--- src/hw/rtl/rtt_pkg.sv ---
// Shared constants, codes and control structs for the request tracker.
`timescale 1ns / 1ps
package rtt_pkg;

	localparam int TBL_ENTRIES = 32;
	localparam int TBL_IDX_W   = $clog2(TBL_ENTRIES);
	localparam int ID_W        = 5;
	localparam int CNT_W       = $clog2(TBL_ENTRIES + 1);
	localparam int MODE_W      = 3;
	localparam int KIND_W      = 4;
	localparam int HDR_W       = 8;
	localparam int LEN_W       = 12;
	localparam int EP_W        = 8;
	localparam int TMO_W       = 16;
	localparam int STEP_W      = 16;
	localparam int TIME_W      = 32;

	localparam logic [STEP_W-1:0] STEP_RESET   = STEP_W'(100);
	localparam logic [LEN_W-1:0]  MIN_RESP_LEN = LEN_W'(2);

	localparam logic [MODE_W-1:0] MODE_ALLOC = 3'd0;
	localparam logic [MODE_W-1:0] MODE_SEND  = 3'd1;
	localparam logic [MODE_W-1:0] MODE_FAIL  = 3'd2;
	localparam logic [MODE_W-1:0] MODE_RESP  = 3'd3;
	localparam logic [MODE_W-1:0] MODE_TICK  = 3'd4;
	localparam logic [MODE_W-1:0] MODE_CLOSE = 3'd5;

	localparam logic [KIND_W-1:0] KIND_ALLOC   = 4'd0;
	localparam logic [KIND_W-1:0] KIND_REG     = 4'd1;
	localparam logic [KIND_W-1:0] KIND_COLL    = 4'd2;
	localparam logic [KIND_W-1:0] KIND_EMPTY   = 4'd3;
	localparam logic [KIND_W-1:0] KIND_DELIV   = 4'd4;
	localparam logic [KIND_W-1:0] KIND_ORPHAN  = 4'd5;
	localparam logic [KIND_W-1:0] KIND_SHORT   = 4'd6;
	localparam logic [KIND_W-1:0] KIND_EXPIRED = 4'd7;
	localparam logic [KIND_W-1:0] KIND_FAILRM  = 4'd8;
	localparam logic [KIND_W-1:0] KIND_CLOSED  = 4'd9;

	typedef struct packed {
		logic accept;
		logic exec;
		logic sweep;
		logic check;
		logic flush;
	} cmd_t;

	typedef struct packed {
		logic idx_last;
	} sts_t;

endpackage

--- src/hw/rtl/request_tracker_with_timeouts_core.sv ---
// Top level of the outstanding-request tracker with timeouts.
//
//  channel   | handshake                 | payload
//  ----------+---------------------------+----------------------------------------------
//  request   | start, busy               | mode, header_byte, message_length,
//            |                           | target_endpoint, reply_window
//  result    | result_valid (strobe)     | kind, result_id, entry_endpoint,
//            |                           | pending_count, last
//  config    | cfg_wr_en                 | cfg_wr_data (tick step in ms)
//
// Allocate, send, send-failed and response requests pass through accept, table read and
// update; the result, if any, appears the cycle after the update.
// Tick and close walk the table with one read and one check per entry, then a flush.
// Each result is held back until the next removal is found, so the final one carries last.
// Reset clears every valid bit at once; no clearing pass. Results cannot be stalled.
`timescale 1ns / 1ps
module request_tracker_with_timeouts_core (
	input  logic                         clk,
	input  logic                         arst_n,
	input  logic                         start,
	output logic                         busy,
	input  logic [rtt_pkg::MODE_W-1:0]   mode,
	input  logic [rtt_pkg::HDR_W-1:0]    header_byte,
	input  logic [rtt_pkg::LEN_W-1:0]    message_length,
	input  logic [rtt_pkg::EP_W-1:0]     target_endpoint,
	input  logic [rtt_pkg::TMO_W-1:0]    reply_window,
	input  logic                         cfg_wr_en,
	input  logic [rtt_pkg::STEP_W-1:0]   cfg_wr_data,
	output logic                         result_valid,
	output logic [rtt_pkg::KIND_W-1:0]   kind,
	output logic [rtt_pkg::ID_W-1:0]     result_id,
	output logic [rtt_pkg::EP_W-1:0]     entry_endpoint,
	output logic [rtt_pkg::CNT_W-1:0]    pending_count,
	output logic                         last
);

	rtt_pkg::cmd_t cmd;
	rtt_pkg::sts_t sts;

	rtt_ctrl u_ctrl (
		.clk    (clk),
		.arst_n (arst_n),
		.start  (start),
		.mode   (mode),
		.sts    (sts),
		.cmd    (cmd),
		.busy   (busy)
	);

	rtt_dp u_dp (
		.clk             (clk),
		.arst_n          (arst_n),
		.cmd             (cmd),
		.sts             (sts),
		.mode            (mode),
		.header_byte     (header_byte),
		.message_length  (message_length),
		.target_endpoint (target_endpoint),
		.reply_window    (reply_window),
		.cfg_wr_en       (cfg_wr_en),
		.cfg_wr_data     (cfg_wr_data),
		.result_valid    (result_valid),
		.kind            (kind),
		.result_id       (result_id),
		.entry_endpoint  (entry_endpoint),
		.pending_count   (pending_count),
		.last            (last)
	);

endmodule

--- src/hw/rtl/rtt_ctrl.sv ---
// Controller state machine: sequences lookups, updates and table sweeps.
`timescale 1ns / 1ps
module rtt_ctrl (
	input  logic                       clk,
	input  logic                       arst_n,
	input  logic                       start,
	input  logic [rtt_pkg::MODE_W-1:0] mode,
	input  rtt_pkg::sts_t              sts,
	output rtt_pkg::cmd_t              cmd,
	output logic                       busy
);

	typedef enum logic [5:0] {
		S_IDLE  = 6'b000001,
		S_READ  = 6'b000010,
		S_EXEC  = 6'b000100,
		S_SW_RD = 6'b001000,
		S_SW_CK = 6'b010000,
		S_FLUSH = 6'b100000
	} state_t;

	state_t state_q, state_d;

	always_comb begin
		state_d    = state_q;
		cmd        = '0;
		cmd.accept = start && (state_q == S_IDLE);
		case (state_q)
			S_IDLE: begin
				if (start) begin
					if (mode == rtt_pkg::MODE_TICK || mode == rtt_pkg::MODE_CLOSE) begin
						state_d = S_SW_RD;
					end else if (mode == rtt_pkg::MODE_ALLOC || mode == rtt_pkg::MODE_SEND ||
					             mode == rtt_pkg::MODE_FAIL || mode == rtt_pkg::MODE_RESP) begin
						state_d = S_READ;
					end
				end
			end
			S_READ: begin
				state_d = S_EXEC;
			end
			S_EXEC: begin
				cmd.exec = 1'b1;
				state_d  = S_IDLE;
			end
			S_SW_RD: begin
				cmd.sweep = 1'b1;
				state_d   = S_SW_CK;
			end
			S_SW_CK: begin
				cmd.check = 1'b1;
				state_d   = sts.idx_last ? S_FLUSH : S_SW_RD;
			end
			S_FLUSH: begin
				cmd.flush = 1'b1;
				state_d   = S_IDLE;
			end
			default: begin
				state_d = S_IDLE;
			end
		endcase
	end

	always_ff @(posedge clk or negedge arst_n) begin
		if (!arst_n) begin
			state_q <= S_IDLE;
		end else begin
			state_q <= state_d;
		end
	end

	assign busy = (state_q != S_IDLE);

endmodule

--- src/hw/rtl/rtt_dp.sv ---
// Datapath: request table, time counter, id counter and result registers.
`timescale 1ns / 1ps
module rtt_dp (
	input  logic                         clk,
	input  logic                         arst_n,
	input  rtt_pkg::cmd_t                cmd,
	output rtt_pkg::sts_t                sts,
	input  logic [rtt_pkg::MODE_W-1:0]   mode,
	input  logic [rtt_pkg::HDR_W-1:0]    header_byte,
	input  logic [rtt_pkg::LEN_W-1:0]    message_length,
	input  logic [rtt_pkg::EP_W-1:0]     target_endpoint,
	input  logic [rtt_pkg::TMO_W-1:0]    reply_window,
	input  logic                         cfg_wr_en,
	input  logic [rtt_pkg::STEP_W-1:0]   cfg_wr_data,
	output logic                         result_valid,
	output logic [rtt_pkg::KIND_W-1:0]   kind,
	output logic [rtt_pkg::ID_W-1:0]     result_id,
	output logic [rtt_pkg::EP_W-1:0]     entry_endpoint,
	output logic [rtt_pkg::CNT_W-1:0]    pending_count,
	output logic                         last
);

	logic [rtt_pkg::MODE_W-1:0]      mode_q;
	logic [rtt_pkg::ID_W-1:0]        id_q;
	logic [rtt_pkg::LEN_W-1:0]       len_q;
	logic [rtt_pkg::EP_W-1:0]        ep_q;
	logic [rtt_pkg::TMO_W-1:0]       tmo_q;

	logic [rtt_pkg::STEP_W-1:0]      step_q;
	logic [rtt_pkg::TIME_W-1:0]      time_q;
	logic [rtt_pkg::ID_W-1:0]        next_id_q;
	logic [rtt_pkg::CNT_W-1:0]       count_q;
	logic [rtt_pkg::TBL_ENTRIES-1:0] valid_q;
	logic [rtt_pkg::TBL_IDX_W-1:0]   idx_q;

	logic [rtt_pkg::EP_W-1:0]        ep_mem_q [rtt_pkg::TBL_ENTRIES];
	logic [rtt_pkg::TIME_W-1:0]      dl_mem_q [rtt_pkg::TBL_ENTRIES];
	logic [rtt_pkg::EP_W-1:0]        rd_ep_q;
	logic [rtt_pkg::TIME_W-1:0]      rd_dl_q;

	logic                            held_vld_q;
	logic [rtt_pkg::KIND_W-1:0]      held_kind_q;
	logic [rtt_pkg::ID_W-1:0]        held_id_q;
	logic [rtt_pkg::EP_W-1:0]        held_ep_q;
	logic [rtt_pkg::CNT_W-1:0]       held_pend_q;

	logic                            res_vld_q;
	logic [rtt_pkg::KIND_W-1:0]      res_kind_q;
	logic [rtt_pkg::ID_W-1:0]        res_id_q;
	logic [rtt_pkg::EP_W-1:0]        res_ep_q;
	logic [rtt_pkg::CNT_W-1:0]       res_pend_q;
	logic                            res_last_q;

	logic [rtt_pkg::TBL_IDX_W-1:0]   slot;
	logic [rtt_pkg::TBL_IDX_W-1:0]   rd_addr;
	logic [rtt_pkg::TIME_W-1:0]      age;
	logic                            expired;
	logic                            sweep_hit;
	logic                            slot_vld;
	logic                            mem_wr;

	assign slot      = rtt_pkg::TBL_IDX_W'(id_q);
	assign rd_addr   = cmd.sweep ? idx_q : slot;
	assign slot_vld  = valid_q[slot];
	assign age       = time_q - rd_dl_q;
	assign expired   = (age != '0) && !age[rtt_pkg::TIME_W-1];
	assign sweep_hit = valid_q[idx_q] && ((mode_q == rtt_pkg::MODE_CLOSE) || expired);
	assign mem_wr    = cmd.exec && (mode_q == rtt_pkg::MODE_SEND) && (len_q != '0);

	assign sts.idx_last = (idx_q == rtt_pkg::TBL_IDX_W'(rtt_pkg::TBL_ENTRIES - 1));

	// capture the request
	always_ff @(posedge clk) begin
		if (cmd.accept) begin
			mode_q <= mode;
			id_q   <= header_byte[6:2];
			len_q  <= message_length;
			ep_q   <= target_endpoint;
			tmo_q  <= reply_window;
		end
	end

	always_ff @(posedge clk) begin
		if (mem_wr) begin
			ep_mem_q[slot] <= ep_q;
			dl_mem_q[slot] <= time_q + rtt_pkg::TIME_W'(tmo_q);
		end
		rd_ep_q <= ep_mem_q[rd_addr];
		rd_dl_q <= dl_mem_q[rd_addr];
	end

	always_ff @(posedge clk) begin
		if (cmd.check && sweep_hit) begin
			held_kind_q <= (mode_q == rtt_pkg::MODE_CLOSE) ? rtt_pkg::KIND_CLOSED
			                                               : rtt_pkg::KIND_EXPIRED;
			held_id_q   <= rtt_pkg::ID_W'(idx_q);
			held_ep_q   <= rd_ep_q;
			held_pend_q <= count_q - 1'b1;
		end
	end

	always_ff @(posedge clk or negedge arst_n) begin
		if (!arst_n) begin
			step_q     <= rtt_pkg::STEP_RESET;
			time_q     <= '0;
			next_id_q  <= '0;
			count_q    <= '0;
			valid_q    <= '0;
			idx_q      <= '0;
			held_vld_q <= 1'b0;
			res_vld_q  <= 1'b0;
			res_kind_q <= '0;
			res_id_q   <= '0;
			res_ep_q   <= '0;
			res_pend_q <= '0;
			res_last_q <= 1'b0;
		end else begin
			res_vld_q <= 1'b0;
			if (cfg_wr_en) begin
				step_q <= cfg_wr_data;
			end
			if (cmd.accept) begin
				idx_q <= '0;
				if (mode == rtt_pkg::MODE_TICK) begin
					time_q <= time_q + rtt_pkg::TIME_W'(step_q);
				end
			end
			if (cmd.exec) begin
				res_last_q <= 1'b1;
				res_pend_q <= count_q;
				res_id_q   <= id_q;
				res_ep_q   <= '0;
				case (mode_q)
					rtt_pkg::MODE_ALLOC: begin
						res_vld_q  <= 1'b1;
						res_kind_q <= rtt_pkg::KIND_ALLOC;
						res_id_q   <= next_id_q;
						next_id_q  <= next_id_q + 1'b1;
					end
					rtt_pkg::MODE_SEND: begin
						res_vld_q <= 1'b1;
						if (len_q == '0) begin
							res_kind_q <= rtt_pkg::KIND_EMPTY;
							res_id_q   <= '0;
						end else begin
							valid_q[slot] <= 1'b1;
							res_ep_q      <= ep_q;
							if (slot_vld) begin
								res_kind_q <= rtt_pkg::KIND_COLL;
							end else begin
								res_kind_q <= rtt_pkg::KIND_REG;
								count_q    <= count_q + 1'b1;
								res_pend_q <= count_q + 1'b1;
							end
						end
					end
					rtt_pkg::MODE_FAIL: begin
						if (slot_vld) begin
							res_vld_q     <= 1'b1;
							res_kind_q    <= rtt_pkg::KIND_FAILRM;
							res_ep_q      <= rd_ep_q;
							valid_q[slot] <= 1'b0;
							count_q       <= count_q - 1'b1;
							res_pend_q    <= count_q - 1'b1;
						end
					end
					rtt_pkg::MODE_RESP: begin
						res_vld_q <= 1'b1;
						if (len_q < rtt_pkg::MIN_RESP_LEN) begin
							res_kind_q <= rtt_pkg::KIND_SHORT;
							res_id_q   <= '0;
						end else if (slot_vld) begin
							res_kind_q    <= rtt_pkg::KIND_DELIV;
							res_ep_q      <= rd_ep_q;
							valid_q[slot] <= 1'b0;
							count_q       <= count_q - 1'b1;
							res_pend_q    <= count_q - 1'b1;
						end else begin
							res_kind_q <= rtt_pkg::KIND_ORPHAN;
						end
					end
					default: begin
						res_vld_q <= 1'b0;
					end
				endcase
			end
			if (cmd.check) begin
				idx_q <= idx_q + 1'b1;
				if (sweep_hit) begin
					valid_q[idx_q] <= 1'b0;
					count_q        <= count_q - 1'b1;
					held_vld_q     <= 1'b1;
					// release the previous removal; more follow
					if (held_vld_q) begin
						res_vld_q  <= 1'b1;
						res_kind_q <= held_kind_q;
						res_id_q   <= held_id_q;
						res_ep_q   <= held_ep_q;
						res_pend_q <= held_pend_q;
						res_last_q <= 1'b0;
					end
				end
			end
			if (cmd.flush) begin
				held_vld_q <= 1'b0;
				if (held_vld_q) begin
					res_vld_q  <= 1'b1;
					res_kind_q <= held_kind_q;
					res_id_q   <= held_id_q;
					res_ep_q   <= held_ep_q;
					res_pend_q <= held_pend_q;
					res_last_q <= 1'b1;
				end
			end
		end
	end

	assign result_valid   = res_vld_q;
	assign kind           = res_kind_q;
	assign result_id      = res_id_q;
	assign entry_endpoint = res_ep_q;
	assign pending_count  = res_pend_q;
	assign last           = res_last_q;

endmodule

--- config.mk ---
export PLATFORM = sky130hd
export DESIGN_NAME = request_tracker_with_timeouts_core
export DESIGN_NICKNAME = d
export VERILOG_FILES = /design/src/hw/rtl/rtt_pkg.sv /design/src/hw/rtl/request_tracker_with_timeouts_core.sv /design/src/hw/rtl/rtt_ctrl.sv /design/src/hw/rtl/rtt_dp.sv
export SDC_FILE = /design/constraint.sdc
export NUM_CORES = 2
export LEC_CHECK = 0
export ABC_CLOCK_PERIOD_IN_PS = 5850
export BUFFER_PORTS_ARGS = -buffer_cell sky130_fd_sc_hd__buf_2
export CAP_MARGIN = 20
export CORE_MARGIN = 4
export CORE_UTILIZATION = 63
export CTS_CLUSTER_DIAMETER = 80
export DETAILED_ROUTE_END_ITERATION = 10
export HOLD_SLACK_MARGIN = 0.15
export PLACE_DENSITY_LB_ADDON = 0.15
export SYNTH_ARGS = -nofsm -noshare
export SYNTH_HDL_FRONTEND = slang
export SYNTH_SLANG_ARGS = --single-unit
export TNS_END_PERCENT = 30
--- constraint.sdc ---
create_clock -name clk -period 5.85 [get_ports clk]
set_input_delay 0.2925 -clock clk [delete_from_list [all_inputs] [get_ports clk]]
set_output_delay 0.2925 -clock clk [all_outputs]
set_load 0.03 [all_outputs]
==> metrics.md <==
| Metric | Value |
|---|---|
| Cells after Synth | a little under 5000 |
| Period minus WS final | 4.764 ns |
| Area Overhead vs Synth | 13.81% |
| Drt total wl | 172900 um |
| Setup TNS | 0 ns |
| Rel. slew slack | 27.97% |
| Largest net degree at the start of global routing | 173 |
| Hpwl dp | 93670 um |
| Final Hold Fails | 0 |
| Clk slew on worst S/H paths | 0.06 ns |
| Tot GR Track Use | a little under a third |
| Post-Place Cells | 6110 |
| Layout cells sized above 1 | 11.77% |
| Syn_nets | approximately 5000 |
| Via density | 6.610 |
| Placer congestion estimate | 0.9226 |
| Fillers | 6548 |
| First-pass GRT wire length | approximately 250000 um |
| Internal | 22.04 mW |
| Max-cap violations | 0 |
| Top FF cell, synth | edfxtp_1 |
| PortBufs | 89 |
| Core area | 101600 um2 |
| Seq/Total Area, Yosys | 68.94% |
| Final setup fails | 0 |
| Root buf cell | clkbuf_16 |
| Ys async rst share | 8.460% |
| Critical Path End Type | flop |
| FF+latch count, synth | 1513 |
| 1st-iter DRT viols | approximately 5500 |
| Routed via count | 42870 |
| Max VDD drop | 0.3434 mV |
| Outcome | finished clean |
| CTS Buffer Depth | 3 |
| Num ports | 93 |
| Global route total overflow | 0 |
| Clock latency on the worst-skew pair | roughly 0.77 ns |
| Final Cycle Share | 81.43% |
| Switching power | 10.23 mW |
| Worst Path Arrival | 5.22 ns |
| Compound-Gate Fraction of Synth Area | between 10 and 15% |
| Critical path type | flop to flop |
| CTS resizes | 0 |
| Clk_skew | 0.02198 ns |
| Class of the worst hold path | primary input to flop |
| CTS H-Tree Depth | 4 |
| Final Non-Filler Cells | 6485 |
| Starting Density | between 60% and 70% |
| Power density of the placed cells | roughly 440 nW/um2 |
| Simple-gate share of the synthesized area | 10.07% |
| Worst Path Max Fanout | 32 |
| Flip-flop and latch area | 44400 um2 |
| Detail Route Antenna Nets | 0 |
| Mapped cell area | ~64000 um2 |
| LEAKAGE | 25.68 nW |
| RSZ-0062 raised after global routing | no |
| TritonCTS Buffers | ~150 |
| Max Freq | 209.9 MHz |
| Initial antenna violation count | 9 |
| Clock power share | 30.0% |
| Sw Share | 31.70% |
| Die height | 327.7 um |
| Clk sinks | between 1500 and 2000 |
| Combinational share of power | a little over a quarter |
| Multi-input gate area | 18780 um2 |
| Synth Area per Inst | ~13 um2 |
| DIE AREA | 107400 um2 |
| Number of global-route vias before repair | 40550 |
| Wire per inst | approximately 27 um |
| Post-synthesis adder-cell area fraction | 1.473% |
| Largest family of logic cells by synthesized area | compound AO/OA/AOI/OAI gates |
| Mux cell area share after synthesis | 1.337% |
| Die Wd | 327.7 um |
| Warnings from Yosys | 0 |
| DRC Markers | 0 |
| Cell Rows | roughly 120 |
| Final layout net count | 5129 |
| Number of synthesized flops with an enable pin | ~1300 |
| Crit path launch type | flop |
| Tightest Pin Transition | 1.081 ns |
| CTS tree | built |
| Post-CTS Setup Bufs | 0 |
| Synth Area in XOR/XNOR | 1.197% |
| Critical Path RT | 6.31 ns |
| Flop pwr share | roughly 44% |
| Final Max Slew Viols | 0 |
| Distinct cell type count after synthesis | 88 |
| DR pass1 iterations | 8 |
[power groups by stage]
stage	sequential, mW	combinational (mW)	clock [mW]
2_1_floorplan	14.3	5.47	0
3_3_place_gp	14.4	7.76	0
3_5_place_dp	14.4	8.03	0
4_1_cts	14.2	8.15	9.76
5_1_grt	14.2	9.18	10.2
6_report	14.1	8.45	9.68
[state kept, by name (all words and copies together), names as in the netlist, 12 cells and up]
signal	cells
u_dp.time_q	32
u_dp.ep_mem_q	256
u_dp.len_q	12
u_dp.tmo_q	16
u_dp.valid_q	32
u_dp.step_q	16
u_dp.rd_dl_q	32
u_dp.dl_mem_q	1024
[metrics by stage]
stage | setup slack [ns] | hold slack [ns] | util [%] | power [mW] | cell area, um2
after floorplan | 1.590 | -0.003091 | - | 19.75 | 64400
after global placement | 0.8388 | 0.3275 | 66.12 | 22.15 | 67170
after detailed placement | 0.8202 | 0.3258 | 66.21 | 22.42 | 67260
after CTS | 0.7489 | 0.2051 | 71.94 | 32.08 | 73090
after global routing | 0.8962 | 0.2385 | 72.14 | 33.57 | 73290
final | 1.086 | 0.2403 | 72.14 | 32.26 | 73290
[worst max-delay path, cell delays in order, from the launching register on]
cell	delay (ns)
dfrtp_1	0.44
ha_1	0.33
a21o_1	0.16
a21oi_1	0.27
o21ai_0	0.19
a211oi_1	0.48
o31ai_1	0.20
o41ai_1	0.73
o21ai_0	0.38
or4_1	0.47
o2111ai_1	0.11
buf_4	0.21
nor2_1	0.09
xor2_2	0.14
buf_4	0.23
[path summary, 6_finish.rpt]
kind / startpoint / end / slack, ns / cells past startpoint
setup / recovery: u_dp.time_q[1] / u_dp.dl_mem_q[28][25] / 1.09 / 14
setup reg to reg: u_dp.time_q[1] / u_dp.dl_mem_q[28][25] / 1.09 / 14
hold reg to reg: u_dp.rd_ep_q[1] / u_dp.held_ep_q[1] / 0.44 / 0
hold / removal: reply_window[14] / u_dp.tmo_q[14] / 0.24 / 2
min in group asynchronous: arst_n / u_dp.entry_endpoint[1] / 0.64 / 4
max in group asynchronous: arst_n / u_dp.time_q[2] / 4.39 / 4
[Yosys cell counts (all sizes together) (16+ instances only)]
cell type,instances,area [um2]
nor2,108,405.4
nor3,30,150.1
o41ai,32,280.3
dfxtp,40,800.8
o21ai,111,555.5
edfxtp,1345,40390
xor2,44,385.4
and2,328,2053
nand4,19,118.9
clkbuf,316,1236
a31oi,172,1076
nand2,757,2841
a21o,53,397.9
o21a,50,377.9
mux2,32,360.4
mux4,16,360.4
a211oi,455,3426
xnor2,44,385.4
a311oi,162,1419
ha,71,888.4
dfrtp,124,3103
a21oi,186,938.4
nand3,39,195.2
inv,87,326.6
buf,27,175.2
[layout by cell type (no fill, tap or decap), types with 88 or more instances in the layout]
master / instances
a31oi_1: 172
o21ai_0: 103
buf_4: 94
buf_2: 88
dfrtp_1: 124
nand2_1: 757
clkbuf_16: 158
a21oi_1: 182
edfxtp_1: 1345
and2_1: 308
a311oi_1: 162
a211oi_1: 453
[repair_timing]
| action | in CTS | in global routing |
|---|---|---|
| hold endpoints to repair | 132 | 0 |
| endpoints found under the setup margin | 0 | 0 |
| hold buffers | 82 | 0 |
[final cells by class]
class | count | area share [%]
Sequential cell | 1513 | 60.58
Antenna cell | 1 | 0.003414
Clock buffer | 194 | 5.647
Timing Repair Buffer | 321 | 4.217
Clock inverter | 89 | 1.154
Multi-Input combinational cell | 2912 | 25.62
Inverter | 87 | 0.4456
Tap cell | 1368 | 2.335
[cells by family (layout without fill, tap and decap cells)]
group	after synthesis	count (layout)
flops	1513	1513
other cells	0	1
compound gates	1308	1308
fa+ha+maj	74	74
mux	62	62
xor+xnor	88	88
simple gates	1380	1380
buf+inv	430	691
[routing by layer]
layer	share of wire [%]	GRT usage [%]
met1	38	44.48
met2	47	50.68
met3	10	5.347
met4	4.0	12.52
met5	0.014	0
Note: power is estimated with default switching activity, not from simulation.
